--- config.mk ---
export PLATFORM = sky130hd
export DESIGN_NAME = hvd_isqrt
export DESIGN_NICKNAME = d
export VERILOG_FILES = /design/src/rtl/core/hvd_pkg.sv /design/src/rtl/core/hvd_isqrt.sv
export SDC_FILE = /design/constraint.sdc
export NUM_CORES = 2
export LEC_CHECK = 0
export ABC_AREA = 1
export BUFFER_PORTS_ARGS = -buffer_cell sky130_fd_sc_hd__buf_2
export CAP_MARGIN = 20
export CORE_MARGIN = 2
export CORE_UTILIZATION = 29
export DETAILED_ROUTE_END_ITERATION = 10
export GPL_ROUTABILITY_DRIVEN = 0
export GPL_TIMING_DRIVEN = 0
export PLACE_DENSITY = 0.48
export SLEW_MARGIN = 15
export SYNTH_ARGS = -nofsm -noshare
export SYNTH_HDL_FRONTEND = slang
export SYNTH_SLANG_ARGS = --single-unit
--- constraint.sdc ---
create_clock -name clk -period 5.8 [get_ports clk]
set_input_delay 0.87 -clock clk [delete_from_list [all_inputs] [get_ports clk]]
set_output_delay 0.87 -clock clk [all_outputs]
set_load 0.02 [all_outputs]
--- src/rtl/core/hvd_pkg.sv ---
// hvd_pkg: constants, widths and the arctangent table shared by the haversine pipeline
// used by hvd_sincos, hvd_isqrt and haversine_distance; no dependencies
package hvd_pkg;

  localparam int ANGLE_FRAC_BITS = 20;
  localparam int DIST_FRAC_BITS  = 8;

  localparam int LAT_W  = 28;
  localparam int LON_W  = 29;
  localparam int DIST_W = 23;

  // magnitude of a coordinate difference, or twice a latitude
  localparam int MAG_W = LON_W + 1;

  // binary angle: full turn is 2^ANG_W
  localparam int ANG_W      = 32;
  localparam int TURN_SHIFT = 31 - ANGLE_FRAC_BITS;

  // mag / 45 by reciprocal
  localparam int QA_K  = MAG_W + 6;
  localparam int QA_MW = MAG_W + 1;
  localparam int QA_W  = MAG_W - 5;
  localparam int PA_W  = MAG_W + QA_MW;
  localparam longint unsigned QA_M = ((64'd1 << QA_K) + 64'd44) / 64'd45;

  // (rem << shift) + 180, then / 360 by reciprocal
  localparam int RT_W  = TURN_SHIFT + 7;
  localparam int RD_W  = RT_W - 3;
  localparam int RD_K  = RD_W + 6;
  localparam int RD_MW = RD_W + 1;
  localparam int PC_W  = RD_W + RD_MW;
  localparam int Q2_W  = RD_W - 5;
  localparam longint unsigned RD_M = ((64'd1 << RD_K) + 64'd44) / 64'd45;
  localparam int HALF_DEG_TURN = 180;

  localparam int CORDIC_STEPS = 30;
  localparam int CS_W         = 33;
  localparam int TRIG_W       = 32;
  localparam longint CORDIC_INV_GAIN = 652032874;
  localparam longint ONE_Q30 = 64'd1 << 30;

  // square root: radicand is a Q30 value in [0, 1], shifted up by 30
  localparam int ROOT_W = 31;
  localparam int REM_W  = 34;

  // km per full binary turn of the half central angle, Q16
  localparam longint unsigned DIST_SCALE = 64'd5246834913;
  localparam int DIST_SHIFT = 48 - DIST_FRAC_BITS;
  localparam longint unsigned DIST_ROUND = 64'd1 << (47 - DIST_FRAC_BITS);
  localparam longint unsigned DIST_MAX   = (64'd1 << DIST_W) - 64'd1;

  localparam int SC_LAT    = 3 + 1 + CORDIC_STEPS + 1;
  localparam int SQ_LAT    = ROOT_W;
  localparam int TOTAL_LAT = 1 + SC_LAT + 3 + SQ_LAT + CORDIC_STEPS + 3;

  // atan(2^-i) as a binary angle, 2^32 per turn
  function automatic logic [ANG_W-1:0] atan_turn(input int i);
    logic [ANG_W-1:0] r;
    case (i)
      0:  r = 32'd536870912;
      1:  r = 32'd316933406;
      2:  r = 32'd167458907;
      3:  r = 32'd85004756;
      4:  r = 32'd42667331;
      5:  r = 32'd21354465;
      6:  r = 32'd10679838;
      7:  r = 32'd5340245;
      8:  r = 32'd2670163;
      9:  r = 32'd1335087;
      10: r = 32'd667544;
      11: r = 32'd333772;
      12: r = 32'd166886;
      13: r = 32'd83443;
      14: r = 32'd41722;
      15: r = 32'd20861;
      16: r = 32'd10430;
      17: r = 32'd5215;
      18: r = 32'd2608;
      19: r = 32'd1304;
      20: r = 32'd652;
      21: r = 32'd326;
      22: r = 32'd163;
      23: r = 32'd81;
      24: r = 32'd41;
      25: r = 32'd20;
      26: r = 32'd10;
      27: r = 32'd5;
      28: r = 32'd3;
      29: r = 32'd1;
      default: r = '0;
    endcase
    return r;
  endfunction

endpackage

--- src/rtl/core/hvd_isqrt.sv ---
// hvd_isqrt: pipelined digit-by-digit floor square root of a q30 value shifted up by 30
// depends on hvd_pkg; one result bit per stage, advances when en is high
module hvd_isqrt (
  input  logic                          clk,
  input  logic                          en,
  input  logic [hvd_pkg::ROOT_W-1:0]    radicand,
  output logic [hvd_pkg::ROOT_W-1:0]    root
);

  logic [hvd_pkg::ROOT_W-1:0] src [0:hvd_pkg::ROOT_W];
  logic [hvd_pkg::ROOT_W-1:0] res [0:hvd_pkg::ROOT_W];
  logic [hvd_pkg::REM_W-1:0]  rem [0:hvd_pkg::ROOT_W];

  assign src[0] = radicand;
  assign res[0] = '0;
  assign rem[0] = '0;

  for (genvar k = 0; k < hvd_pkg::ROOT_W; k++) begin : g_digit
    logic [2*hvd_pkg::ROOT_W-1:0] word;
    logic [hvd_pkg::REM_W+1:0]    acc;
    logic [hvd_pkg::REM_W+1:0]    trial;

    // radicand sits below one leading zero bit of a 62-bit word, lower 30 bits zero
    assign word  = {1'b0, src[k], 30'b0};
    assign acc   = {rem[k], word[2*hvd_pkg::ROOT_W-1-2*k -: 2]};
    assign trial = (hvd_pkg::REM_W+2)'({res[k], 2'b01});

    always_ff @(posedge clk) begin
      if (en) begin
        src[k+1] <= src[k];
        if (acc >= trial) begin
          rem[k+1] <= hvd_pkg::REM_W'(acc - trial);
          res[k+1] <= {res[k][hvd_pkg::ROOT_W-2:0], 1'b1};
        end else begin
          rem[k+1] <= hvd_pkg::REM_W'(acc);
          res[k+1] <= {res[k][hvd_pkg::ROOT_W-2:0], 1'b0};
        end
      end
    end
  end

  assign root = res[hvd_pkg::ROOT_W];

endmodule

==> results.json <==
{
  "netlist.top_cell.by_area": "edfxtp_1",
  "dr_wl_met3_um": 13300,
  "synth_edf_count": 1686,
  "grt_overflow": 0,
  "cts_resized": 0,
  "io_pins": 64,
  "grt_use_total_pct": 16.8,
  "clock_skew_ns": 0.0939,
  "p_switching_mw": 14.2,
  "syn_inst": 13900,
  "start_util_pct": 29.1,
  "worst_ep_required_time_ns": 6.28,
  "drt_first_pass_iters": 6,
  "grt_pass1_wl_um": 497000,
  "hp-class": "in2reg",
  "outcome": "completed",
  "ys_ff_latch": 1686,
  "cts_sinks": 1686,
  "drt_first_iter_violations": 6727,
  "p_int_mw": 26.0,
  "ctsHoldBuffers": 0,
  "htreeDepth": 4,
  "avgSynthCellArea_um2": 7.78,
  "drt-total-wl_um": 327000,
  "drive_gt1_share_pct": 5.13,
  "setup_viol_count_final": 0,
  "drc_errors": 0,
  "synth_common_cells": "4790 x nand2_1, 2512 x inv_1, 1686 x edfxtp_1",
  "p_comb_share_pct": 27.6,
  "netlist_area_um2": 109000,
  "grt_pass1_vias": 83100,
  "tns_ns": 0,
  "worstSetupPathType": "in2reg",
  "multiInputGateArea_um2": 47400,
  "cp_max_fo": 147,
  "pwr-share-clk_pct": 30.5,
  "cts_buffer_depth": 4,
  "fin_crit_sh_pct": 61.8,
  "synth_flop_cell": "edfxtp_1",
  "worst_slew_pin_slew_ns": 1.00,
  "post_cts_buffers": 0,
  "seqPwrFrac_pct": 41.8,
  "detail-route-antenna-nets": 0,
  "yosys-top-cells-area": "edfxtp_1 47%, nand2_1 17%, inv_1 8.7%",
  "yosysTopAreaCellShare_pct": 46.6,
  "hold_viol_final": 0,
  "cts_tree": "built",
  "finalCriticalPeriod_ns": 3.59,
  "fin_util_pct": 32.7,
  "crit_arrival_ns": 4.07,
  "final_cell_area_um2": 122000,
  "fin_ws_ns": 2.21,
  "die_y_um": 616,
  "max-slew-margin-rel_pct": 32.5,
  "cts_buffers": 201,
  "total_power_mw": 40.2,
  "rsz0062_at_grt": "false",
  "layoutNonFillerInstCount": 19300,
  "grt_max_degree": 155,
  "rows": 224,
  "hold_slack_ns": 0.138,
  "vdd_ir_drop_max_mv": 0.239,
  "synth_nets": 14500,
  "coreArea_um2": 372000,
  "die_x_um": 616,
  "placed_cells": 19000,
  "post_dp_cell_area_um2": 115000,
  "ys_seq_area_share_pct": 46.6,
  "ys.warnings.count": 0,
  "cts_root_buf": "clkbuf_16",
  "wl_met1_um": 149000,
  "wl_met2_um": 155000,
  "p_sw_share_pct": 35.3,
  "die_area_um2": 379000,
  "seqCellArea_um2": 50600,
  "io_buffers": 63,
  "vias": 87800,
  "hpwl_um": 264000,
  "routed_via_density": 4.54,
  "cts.reportedPaths.clkPinSlew_ns": 0.06,
  "clock.fmax_mhz": 279,
  "p_leak_nw": 56.1,
  "cp-end-kind": "flip-flop",
  "insertion_delay_ns": 0.92,
  "wl_per_cell_um": 16.9,
  "synth.distinct_cells": 57,
  "fillers": 39700,
  "drv_slew": 0,
  "synthArstFlopShare_pct": 0,
  "max_cap_violations": 0,
  "p_per_area_nw_per_um2": 330,
  "fin_nets": 14800,
  "startpoint_type": "input pin",
  "antenna_found_initial": 6,
  "post-place-ws_ns": 1.31,
  "area_delta_synth_final_pct": 12.2,
  "yosysMostFrequentCell": "nand2_1",
  "routed.top_layer": "met4"
}
-- layout make-up --
class                   count  share of cell area [%]
well taps                4972                    5.11
plain buffers             118                   0.746
diodes                      2                 0.00411
clock buffers             241                    4.33
inverters                2550                    7.87
multi-input cells        9587                    38.9
clock inverters           117                   0.863
repair buffers             75                   0.543
flip-flops and latches   1686                    41.6
-- flip-flops by register name, indices dropped and copies added, names as in the netlist --
| signal | flops |
|---|---|
| g_digit.trial | 465 |
| g_digit.word | 210 |
| g_digit.acc | 980 |
| root | 31 |
-- cell families after synthesis --
family	synth area share (%)
xor gates and xnor gates	3.28
buffers and inverters	9.67
AOI/OAI and AO/OA	5.01
and+or+nand+nor	29.4
other	0.00346
DFF	46.6
adders and majority gates	6.00
-- per-layer routing --
layer	GRT usage, %	up-vias
met5	0	-
met4	4.41	0
met3	1.61	389
met2	28.9	1853
met1	22.6	40400
li1	-	45200
-- power by group through the flow --
stage	clock network, mW	registers [mW]	logic, mW
floorplan	0	16.3	7.87
global placement	0	17.8	11.1
detailed placement	0	17.1	11.1
CTS	12.7	16.9	11.1
global route	13.2	17.0	12.7
finish	12.3	16.8	11.1
-- cells in the final DEF, fill, tap and decap left out, drive strengths merged, types with 3 or more instances in the layout --
| master | n |
|---|---|
| bufinv | 11 |
| nand4 | 216 |
| nand3b | 102 |
| clkinv | 79 |
| nor3b | 14 |
| buf | 193 |
| clkbuf | 241 |
| fa | 14 |
| a21o | 3 |
| o21ai | 383 |
| and3 | 26 |
| o21bai | 22 |
| nor4 | 16 |
| or2 | 49 |
| o211ai | 14 |
| nor2 | 1292 |
| nor3 | 225 |
| edfxtp | 1686 |
| nand3 | 812 |
| inv | 2559 |
| clkinvlp | 18 |
| o2111ai | 3 |
| o21a | 3 |
| and2 | 54 |
| ha | 498 |
| xnor2 | 159 |
| a21oi | 571 |
| a21boi | 9 |
| nor2b | 4 |
| xor2 | 248 |
| nand2 | 4841 |
-- worst max-delay path, cell delays in order --
cell	delay (ns)
buf_12	0.32
buf_16	0.49
buf_16	0.53
buf_16	0.51
buf_16	0.47
-- path summary, 6_finish.rpt --
path,startpoint,end,slack (ns),cells past startpoint
max,en,g_digit[29].trial[6]$_DFFE_PP_,2.21,5
min,radicand[25],g_digit[1].word[55]$_DFFE_PP_,0.14,1
max reg2reg,g_digit[18].trial[2]$_DFFE_PP_,g_digit[19].acc[4]$_DFFE_PP_,2.63,13
min reg2reg,g_digit[2].word[54]$_DFFE_PP_,g_digit[3].acc[0]$_DFFE_PP_,0.39,0
No activity file was read; power rests on OpenSTA's default activity.
